[src/rtl/core/oomf_pkg.sv]
// shared types, constants and helpers for the overwrite-oldest message ring
package oomf_pkg;

   localparam int DEPTH        = 16;
   localparam int NUM_TYPES    = 8;
   localparam int PAYLOAD_BITS = 64;

   localparam int IDX_BITS       = (DEPTH > 1) ? $clog2(DEPTH) : 1;
   localparam int TYPE_BITS      = 8;
   localparam int PORT_PAY_BITS  = 64;
   localparam int STATUS_BITS    = 2;

   typedef logic [IDX_BITS-1:0]      idx_type;
   typedef logic [TYPE_BITS-1:0]     msg_type_type;
   typedef logic [TYPE_BITS:0]       type_ext_type;
   typedef logic [PAYLOAD_BITS-1:0]  payload_type;
   typedef logic [PORT_PAY_BITS-1:0] port_payload_type;

   localparam type_ext_type TYPE_LIMIT = type_ext_type'(NUM_TYPES);
   localparam idx_type      IDX_LAST   = idx_type'(DEPTH - 1);

   // command codes of an input item
   localparam logic CMD_PUSH    = 1'b0;
   localparam logic CMD_SERVICE = 1'b1;

   typedef enum logic [STATUS_BITS-1:0] {
      STATUS_OK         = 2'd0,
      STATUS_EMPTY      = 2'd1,
      STATUS_BAD_TYPE   = 2'd2,
      STATUS_PUSH_EMPTY = 2'd3
   } status_type;

   // controller to datapath
   typedef struct packed {
      logic load_req;
      logic read_head;
      logic push_commit;
      logic service_commit;
   } dp_cmd_type;

   // datapath to controller
   typedef struct packed {
      logic out_free;
      logic is_service;
   } dp_sts_type;

   function automatic idx_type ring_next(input idx_type i);
      idx_type n;
      if (i == IDX_LAST) begin
         n = '0;
      end else begin
         n = i + idx_type'(1);
      end
      return n;
   endfunction

endpackage

[src/rtl/core/overwrite_oldest_message_fifo.sv]
// top level of the overwrite-oldest message ring
//
//  channel | ports                                              | direction
//  --------+----------------------------------------------------+----------
//  request | req_valid req_stall req_cmd req_in_type            | in
//          | req_in_payload                                     |
//  result  | rsp_valid rsp_stall rsp_status rsp_dispatched      | out
//          | rsp_out_type rsp_out_payload                       |
//
// one item at a time, set by the controller sequence capture, head read / route, commit
// the result is registered in the output register at the commit step
// the slot memory read is registered, which takes the head read / route step
// a held result stalls the commit step; the item waits at commit and no new item is taken
// reset clears the pointers, controller and result valid; slot contents are not cleared
module overwrite_oldest_message_fifo (
   input  logic                               clock,
   input  logic                               reset,
   // request channel
   input  logic                               req_valid,
   output logic                               req_stall,
   input  logic                               req_cmd,
   input  logic [oomf_pkg::TYPE_BITS-1:0]     req_in_type,
   input  logic [oomf_pkg::PORT_PAY_BITS-1:0] req_in_payload,
   // result channel
   output logic                               rsp_valid,
   input  logic                               rsp_stall,
   output logic [oomf_pkg::STATUS_BITS-1:0]   rsp_status,
   output logic                               rsp_dispatched,
   output logic [oomf_pkg::TYPE_BITS-1:0]     rsp_out_type,
   output logic [oomf_pkg::PORT_PAY_BITS-1:0] rsp_out_payload
);

   // command and status between controller and datapath
   oomf_pkg::dp_cmd_type dp_cmd;
   oomf_pkg::dp_sts_type dp_sts;

   // sequencer
   oomf_ctrl u_ctrl (
      .clock     (clock),
      .reset     (reset),
      .req_valid (req_valid),
      .req_stall (req_stall),
      .sts       (dp_sts),
      .cmd       (dp_cmd)
   );

   // ring storage, checks and result register
   oomf_dp u_dp (
      .clock           (clock),
      .reset           (reset),
      .cmd             (dp_cmd),
      .sts             (dp_sts),
      .req_cmd         (req_cmd),
      .req_in_type     (req_in_type),
      .req_in_payload  (req_in_payload),
      .rsp_valid       (rsp_valid),
      .rsp_stall       (rsp_stall),
      .rsp_status      (rsp_status),
      .rsp_dispatched  (rsp_dispatched),
      .rsp_out_type    (rsp_out_type),
      .rsp_out_payload (rsp_out_payload)
   );

endmodule

[src/rtl/core/oomf_ctrl.sv]
// controller state machine: sequences capture, head read (service items only) and commit of one item
module oomf_ctrl (
   input  logic                 clock,
   input  logic                 reset,
   input  logic                 req_valid,
   output logic                 req_stall,
   input  oomf_pkg::dp_sts_type sts,
   output oomf_pkg::dp_cmd_type cmd
);

   typedef enum logic [3:0] {
      ST_IDLE = 4'b0001,
      ST_READ = 4'b0010,
      ST_PUSH = 4'b0100,
      ST_EVAL = 4'b1000
   } state_type;

   state_type state_ff;
   state_type state_in;

   always_comb begin
      state_in  = state_ff;
      cmd       = '0;
      req_stall = 1'b1;
      case (state_ff)
         ST_IDLE: begin
            req_stall = 1'b0;
            if (req_valid) begin
               cmd.load_req = 1'b1;
               state_in     = ST_READ;
            end
         end
         ST_READ: begin
            // captured item decides the path
            if (sts.is_service) begin
               cmd.read_head = 1'b1;
               state_in      = ST_EVAL;
            end else begin
               state_in = ST_PUSH;
            end
         end
         ST_PUSH: begin
            if (sts.out_free) begin
               cmd.push_commit = 1'b1;
               state_in        = ST_IDLE;
            end
         end
         ST_EVAL: begin
            if (sts.out_free) begin
               cmd.service_commit = 1'b1;
               state_in           = ST_IDLE;
            end
         end
         default: begin
            state_in = ST_IDLE;
         end
      endcase
   end

   always_ff @(posedge clock) begin
      if (reset) begin
         state_ff <= ST_IDLE;
      end else begin
         state_ff <= state_in;
      end
   end

`ifndef SYNTHESIS
   a_accept_then_busy: assert property (@(posedge clock) disable iff (reset)
      (req_valid && !req_stall) |=> req_stall)
      else $error("item accepted but controller stayed open");

   a_commit_needs_room: assert property (@(posedge clock) disable iff (reset)
      (cmd.push_commit || cmd.service_commit) |-> sts.out_free)
      else $error("commit while output register is held");

   a_head_read_then_eval: assert property (@(posedge clock) disable iff (reset)
      cmd.read_head |=> (state_ff == ST_EVAL))
      else $error("head read not followed by evaluation");
`endif

endmodule

[src/rtl/core/oomf_dp.sv]
// datapath: slot memory, ring pointers, service checks and result register
module oomf_dp (
   input  logic                             clock,
   input  logic                             reset,
   input  oomf_pkg::dp_cmd_type             cmd,
   output oomf_pkg::dp_sts_type             sts,
   input  logic                             req_cmd,
   input  logic [oomf_pkg::TYPE_BITS-1:0]   req_in_type,
   input  logic [oomf_pkg::PORT_PAY_BITS-1:0] req_in_payload,
   output logic                             rsp_valid,
   input  logic                             rsp_stall,
   output logic [oomf_pkg::STATUS_BITS-1:0] rsp_status,
   output logic                             rsp_dispatched,
   output logic [oomf_pkg::TYPE_BITS-1:0]   rsp_out_type,
   output logic [oomf_pkg::PORT_PAY_BITS-1:0] rsp_out_payload
);

   // captured item
   logic                     cmd_ff;
   oomf_pkg::msg_type_type   type_ff;
   oomf_pkg::payload_type    payload_ff;

   // ring pointers
   oomf_pkg::idx_type        head_ff, head_in;
   oomf_pkg::idx_type        tail_ff, tail_in;

   // slot memory and registered head read
   oomf_pkg::msg_type_type   mem_type    [oomf_pkg::DEPTH];
   oomf_pkg::payload_type    mem_payload [oomf_pkg::DEPTH];
   oomf_pkg::msg_type_type   rd_type_ff;
   oomf_pkg::payload_type    rd_payload_ff;

   // result register
   logic                     out_valid_ff, out_valid_in;
   oomf_pkg::status_type     out_status_ff, out_status_in;
   logic                     out_disp_ff, out_disp_in;
   oomf_pkg::msg_type_type   out_type_ff, out_type_in;
   oomf_pkg::payload_type    out_payload_ff, out_payload_in;

   oomf_pkg::idx_type        tail_next;
   oomf_pkg::idx_type        head_after_push;
   oomf_pkg::idx_type        head_after_pop;
   logic                     ring_empty;
   logic                     bad_type;
   logic                     nil_payload;

   always_ff @(posedge clock) begin
      if (cmd.load_req) begin
         cmd_ff     <= req_cmd;
         type_ff    <= req_in_type;
         payload_ff <= req_in_payload[oomf_pkg::PAYLOAD_BITS-1:0];
      end
   end

   always_ff @(posedge clock) begin
      if (cmd.push_commit) begin
         mem_type[tail_ff]    <= type_ff;
         mem_payload[tail_ff] <= payload_ff;
      end
      if (cmd.read_head) begin
         rd_type_ff    <= mem_type[head_ff];
         rd_payload_ff <= mem_payload[head_ff];
      end
   end

   always_comb begin
      tail_next       = oomf_pkg::ring_next(tail_ff);
      // ring full: drop the oldest entry
      head_after_push = (tail_next == head_ff) ? oomf_pkg::ring_next(head_ff) : head_ff;
      head_after_pop  = oomf_pkg::ring_next(head_ff);
      ring_empty      = (head_ff == tail_ff);
      bad_type        = ({1'b0, rd_type_ff} >= oomf_pkg::TYPE_LIMIT);
      nil_payload     = (rd_payload_ff[7:0] == 8'd0);
   end

   always_comb begin
      head_in        = head_ff;
      tail_in        = tail_ff;
      out_valid_in   = out_valid_ff && rsp_stall;
      out_status_in  = out_status_ff;
      out_disp_in    = out_disp_ff;
      out_type_in    = out_type_ff;
      out_payload_in = out_payload_ff;
      if (cmd.push_commit) begin
         tail_in        = tail_next;
         head_in        = head_after_push;
         out_valid_in   = 1'b1;
         out_status_in  = (tail_next == head_after_push) ? oomf_pkg::STATUS_PUSH_EMPTY
                                                         : oomf_pkg::STATUS_OK;
         out_disp_in    = 1'b0;
         out_type_in    = '0;
         out_payload_in = '0;
      end else if (cmd.service_commit) begin
         out_valid_in   = 1'b1;
         out_disp_in    = 1'b0;
         out_type_in    = '0;
         out_payload_in = '0;
         if (ring_empty) begin
            out_status_in = oomf_pkg::STATUS_EMPTY;
         end else if (bad_type) begin
            out_status_in = oomf_pkg::STATUS_BAD_TYPE;
         end else if (nil_payload) begin
            out_status_in = oomf_pkg::STATUS_EMPTY;
         end else begin
            head_in        = head_after_pop;
            out_disp_in    = 1'b1;
            out_type_in    = rd_type_ff;
            out_payload_in = rd_payload_ff;
            out_status_in  = (head_after_pop == tail_ff) ? oomf_pkg::STATUS_EMPTY
                                                         : oomf_pkg::STATUS_OK;
         end
      end
   end

   always_ff @(posedge clock) begin
      if (reset) begin
         head_ff      <= '0;
         tail_ff      <= '0;
         out_valid_ff <= 1'b0;
      end else begin
         head_ff      <= head_in;
         tail_ff      <= tail_in;
         out_valid_ff <= out_valid_in;
      end
   end

   always_ff @(posedge clock) begin
      out_status_ff  <= out_status_in;
      out_disp_ff    <= out_disp_in;
      out_type_ff    <= out_type_in;
      out_payload_ff <= out_payload_in;
   end

   assign sts.out_free   = !out_valid_ff || !rsp_stall;
   assign sts.is_service = (cmd_ff == oomf_pkg::CMD_SERVICE);

   assign rsp_valid       = out_valid_ff;
   assign rsp_status      = out_status_ff;
   assign rsp_dispatched  = out_disp_ff;
   assign rsp_out_type    = out_type_ff;
   assign rsp_out_payload = oomf_pkg::port_payload_type'(out_payload_ff);

`ifndef SYNTHESIS
   a_push_leaves_entry: assert property (@(posedge clock) disable iff (reset)
      cmd.push_commit |=> (head_ff != tail_ff))
      else $error("ring empty right after a push");

   a_pop_only_when_dispatched: assert property (@(posedge clock) disable iff (reset)
      cmd.service_commit |=> (rsp_dispatched == (head_ff != $past(head_ff))))
      else $error("head moved without a dispatch or the reverse");

   a_dispatch_status: assert property (@(posedge clock) disable iff (reset)
      (rsp_valid && rsp_dispatched) |->
         (rsp_status == oomf_pkg::STATUS_OK || rsp_status == oomf_pkg::STATUS_EMPTY))
      else $error("dispatched item carries a fault status");
`endif

endmodule
[config.mk]
export PLATFORM = sky130hd
export DESIGN_NAME = overwrite_oldest_message_fifo
export DESIGN_NICKNAME = d
export VERILOG_FILES = /design/src/rtl/core/oomf_pkg.sv /design/src/rtl/core/overwrite_oldest_message_fifo.sv /design/src/rtl/core/oomf_ctrl.sv /design/src/rtl/core/oomf_dp.sv
export SDC_FILE = /design/constraint.sdc
export NUM_CORES = 1
export LEC_CHECK = 0
export BUFFER_PORTS_ARGS = -buffer_cell sky130_fd_sc_hd__buf_2
export CAP_MARGIN = 40
export CORE_MARGIN = 3
export CORE_UTILIZATION = 30
export DETAILED_ROUTE_END_ITERATION = 10
export SLEW_MARGIN = 20
export SYNTH_ARGS = -nofsm -noshare
export SYNTH_HDL_FRONTEND = slang
export SYNTH_HIERARCHICAL = 1
export SYNTH_SLANG_ARGS = --single-unit
[constraint.sdc]
create_clock -name clock -period 10 [get_ports clock]
set_input_delay 1 -clock clock [delete_from_list [all_inputs] [get_ports clock]]
set_output_delay 1 -clock clock [all_outputs]
set_load 0.03 [all_outputs]
==> impl_metrics.yaml <==
status:
  status: "completed"
clock_tree:
  cts-buffers-inserted: 134
  clk_pin_slew_worst_paths_ns: 0.06
  worstSkewPairLatency_ns: 0.77
  clk_path_buf_depth: 3
  cts-htree-levels: 4
  cts-root-buf: "clkbuf_16"
  cts.hold.buffers_added: 0
  cts_sinks: 1385
  post_cts_buffers: 0
  cts_resized: 0
  cts_tree: "done"
routing:
  vias: 21740
  drt-total-wl_um: 112600
  viasPerCell: 4.728
  drtAntennaViolNets: 0
  detail_route.wl_per_cell_um: 24.49
  drtIter0Drc: 2140
  drc: 0
  first_pass_iters: 5
power_and_ir_drop:
  switching_power_mw: 2.358
  seqPwrFrac: 0.560
  combPwrFrac: 0.005
  p_clk_frac: 0.435
  power.internal_mw: 9.275
  p_per_area_nw_per_um2: 196.3
  p_sw_frac: 0.2027
  irDropWorstVdd_uv: 160.8
  power_leakage_nw: 18.13
timing:
  worstMarginPinSlew_ns: 1.203
  setup_violations: 0
  fin_crit_ns: 3.822
  hold_ws_ns: 0.4095
  fmax_mhz: 261.7
  max_slew_margin: 0.1978
  finalSetupTns_ns: 0
  report.final.slew_viol_count: 0
  hold_viol: 0
  clock-skew-final_ns: 0.04134
  rsz0062_at_grt: "false"
  finalCritPeriodShare: 0.3822
die:
  num_rows: 150
  core_area_um2: 167800
  initial_core_util: 0.3033
  die_y_um: 417.9
  fp.dieW_um: 417.9
  die_area_um2: 174600
  io_pins: 154
global_route:
  overflow: 0
  grt_pass1_wl_um: 165400
  track_usage: 0.1296
  grt_antenna_before_repair: 6
  grt_max_degree: 154
  grt_pass1_vias: 22940
synth:
  seq_area_frac_synth: 0.8004
  syn-num-nets: 2127
  synth.largest_area_cell: "edfxtp_1"
  synthDistinctLibCells: 49
  synth_ff_type: "edfxtp_1"
  synth_cells: 2045
  synth_edf_count: 1299
  ys_ff_latch: 1385
  synth.avg_cell_area_um2: 24.88
  yosysMostFrequentCell: "edfxtp_1"
  synthTopCellsByArea: "edfxtp_1 77%, mux4_2 16%, dfxtp_1 3.4%, a22o_1 1.2%, buf_2 0.49%"
  syn-cell-area_um2: 50890
  yosysWarnings: 6
  synth_top_area_frac: 0.7665
  synthTopCellsByCount: "1299 x edfxtp_1, 360 x mux4_2, 86 x dfxtp_1"
  async_flop_share: 0
finish:
  post-route-util: 0.3531
  syn2layout_area_growth_pct: 16.43
  multiInputGateArea_um2: 9637
  fillCellCount: 15310
  design_area_um2: 59250
  fin_nets: 2364
  area.sequential_um2: 40740
  drive_gt1_frac: 0.3336
critical_path:
  endpoint: "u_dp/mem_payload[10][23]"
  critPathKind: "in2reg"
  crit_top_cell: "nand2_1"
  regToRegSetupSlack_ns: 6.24
  r2r-start: "u_dp/rsp_valid"
  cp_max_fo: 41
  reg2reg_depth: 7
  worst_ep_arrival_time_ns: 4.21
  cpPeakStageDelay_ns: 0.71
  cpLargestDelayFamily: "simple AND/OR/NAND/NOR gates"
  cp-startpoint: "rsp_stall"
  timing.critical_path.cells: "buf_2 > nand2_1 > nand2_1 > nor3b_2 > inv_1 > nor3b_1 > and2_4 > buf_4"
  worstReg2RegEnd: "u_dp/mem_payload[10][23]"
  end_kind: "flop"
  startpoint_type: "input port"
  worstPathRequired_ns: 10.39
  worst-path-buf-inv: 3
  slowest_stage: "nor3b_2"
  cp.depth: 8
min_path:
  worstHoldStart: "req_in_payload[20]"
  min_path_type: "in2reg"
  whs_path_depth: 1
place:
  dp_hpwl_um: 66120
  dpl_cell_area_um2: 54730
  gp_congestion: 0.7174
  place.port_buffers: 153
job:
  cap_viol_max_count: 0
==> metrics by stage <==
step / power, mW / worst slack (ns) / cells
detailed placement: 6.706 / 5.294 / 4348
finish: 11.63 / 6.178 / 4599
global placement: 6.696 / 5.312 / 4327
global route: 12.02 / 5.947 / 4598
floorplan: 6.603 / 5.906 / 2045
CTS: 11.77 / 6.117 / 4594
==> placed cells by master (no fill, tap or decap), drive strengths merged, types with 2 or more instances in the layout <==
cell type,n
nand2b,4
and3,4
nor3b,4
xor2,6
a31oi,2
inv,11
diode,3
xnor2,7
dfxtp,86
ha,5
a22o,67
nor2b,5
mux2,2
buf,209
nand2,6
mux4,360
o21ai,2
or4,2
and4b,2
clkinvlp,4
clkinv,59
and2,22
clkbuf,169
bufinv,10
a21oi,5
nor3,4
edfxtp,1299
a211oi,2
mux2i,4
nor4,4
nor2,10
==> power groups by stage <==
| stage | sequential, mW | combinational, mW | clock, mW |
|---|---|---|---|
| floorplan | 6.58 | 0.0198 | 0 |
| global placement | 6.63 | 0.0624 | 0 |
| detailed placement | 6.64 | 0.0669 | 0 |
| CTS | 6.51 | 0.0671 | 5.19 |
| global route | 6.52 | 0.0686 | 5.43 |
| finish | 6.51 | 0.0632 | 5.06 |
==> layer usage <==
| metal | wire length (um) | global-route usage | vias up |
|---|---|---|---|
| met5 | 41 | 0 | - |
| met3 | 4733 | 0.02529 | 139 |
| li1 | - | - | 9287 |
| met2 | 58670 | 0.2231 | 519 |
| met1 | 46520 | 0.1666 | 11790 |
| met4 | 2661 | 0.03740 | 6 |
==> registers in the layout (all words and copies together), names as in the netlist, 2 cells and up <==
name                  flops
u_ctrl/state_ff           4
u_dp/head_ff              4
u_dp/mem_payload       1024
u_dp/mem_type           128
u_dp/payload_ff          64
u_dp/rd_payload_ff       64
u_dp/rd_type_ff           8
u_dp/rsp_out_payload     64
u_dp/rsp_out_type         8
u_dp/rsp_status           2
u_dp/tail_ff              4
u_dp/type_ff              8
==> logic make-up (layout without fill, tap and decap cells) <==
group,after synthesis,after routing,synth area share
AND/OR/NAND/NOR,74,74,0.008728
multiplexers,366,366,0.1606
other,0,3,0
XOR/XNOR,13,13,0.002385
AO/OA/AOI/OAI,87,87,0.01517
adder cells (fa/ha/maj),5,5,0.001229
buffers and inverters,115,462,0.01148
flip-flops,1385,1385,0.8004
==> cell type report <==
cell class	instances	area share
flip-flops and latches	1385	0.6877
multi-input cells	545	0.1627
clock buffers	169	0.06057
well taps	2204	0.04654
repair buffers	209	0.02720
clock inverters	77	0.01476
inverters	7	0.0004435
diodes	3	0.0001267
==> worst min path at each step <==
stage	endpoint	slack, ns
after detailed placement	u_dp/rsp_out_type[5]	0.44
after floorplan	u_dp/rsp_out_payload[10]	0.44
final	u_dp/payload_ff[20]	0.41
after global routing	u_dp/payload_ff[31]	0.36
after global placement	u_dp/rsp_dispatched	0.43
after CTS	u_dp/payload_ff[20]	0.33
Note: power is estimated with default switching activity, not from simulation.
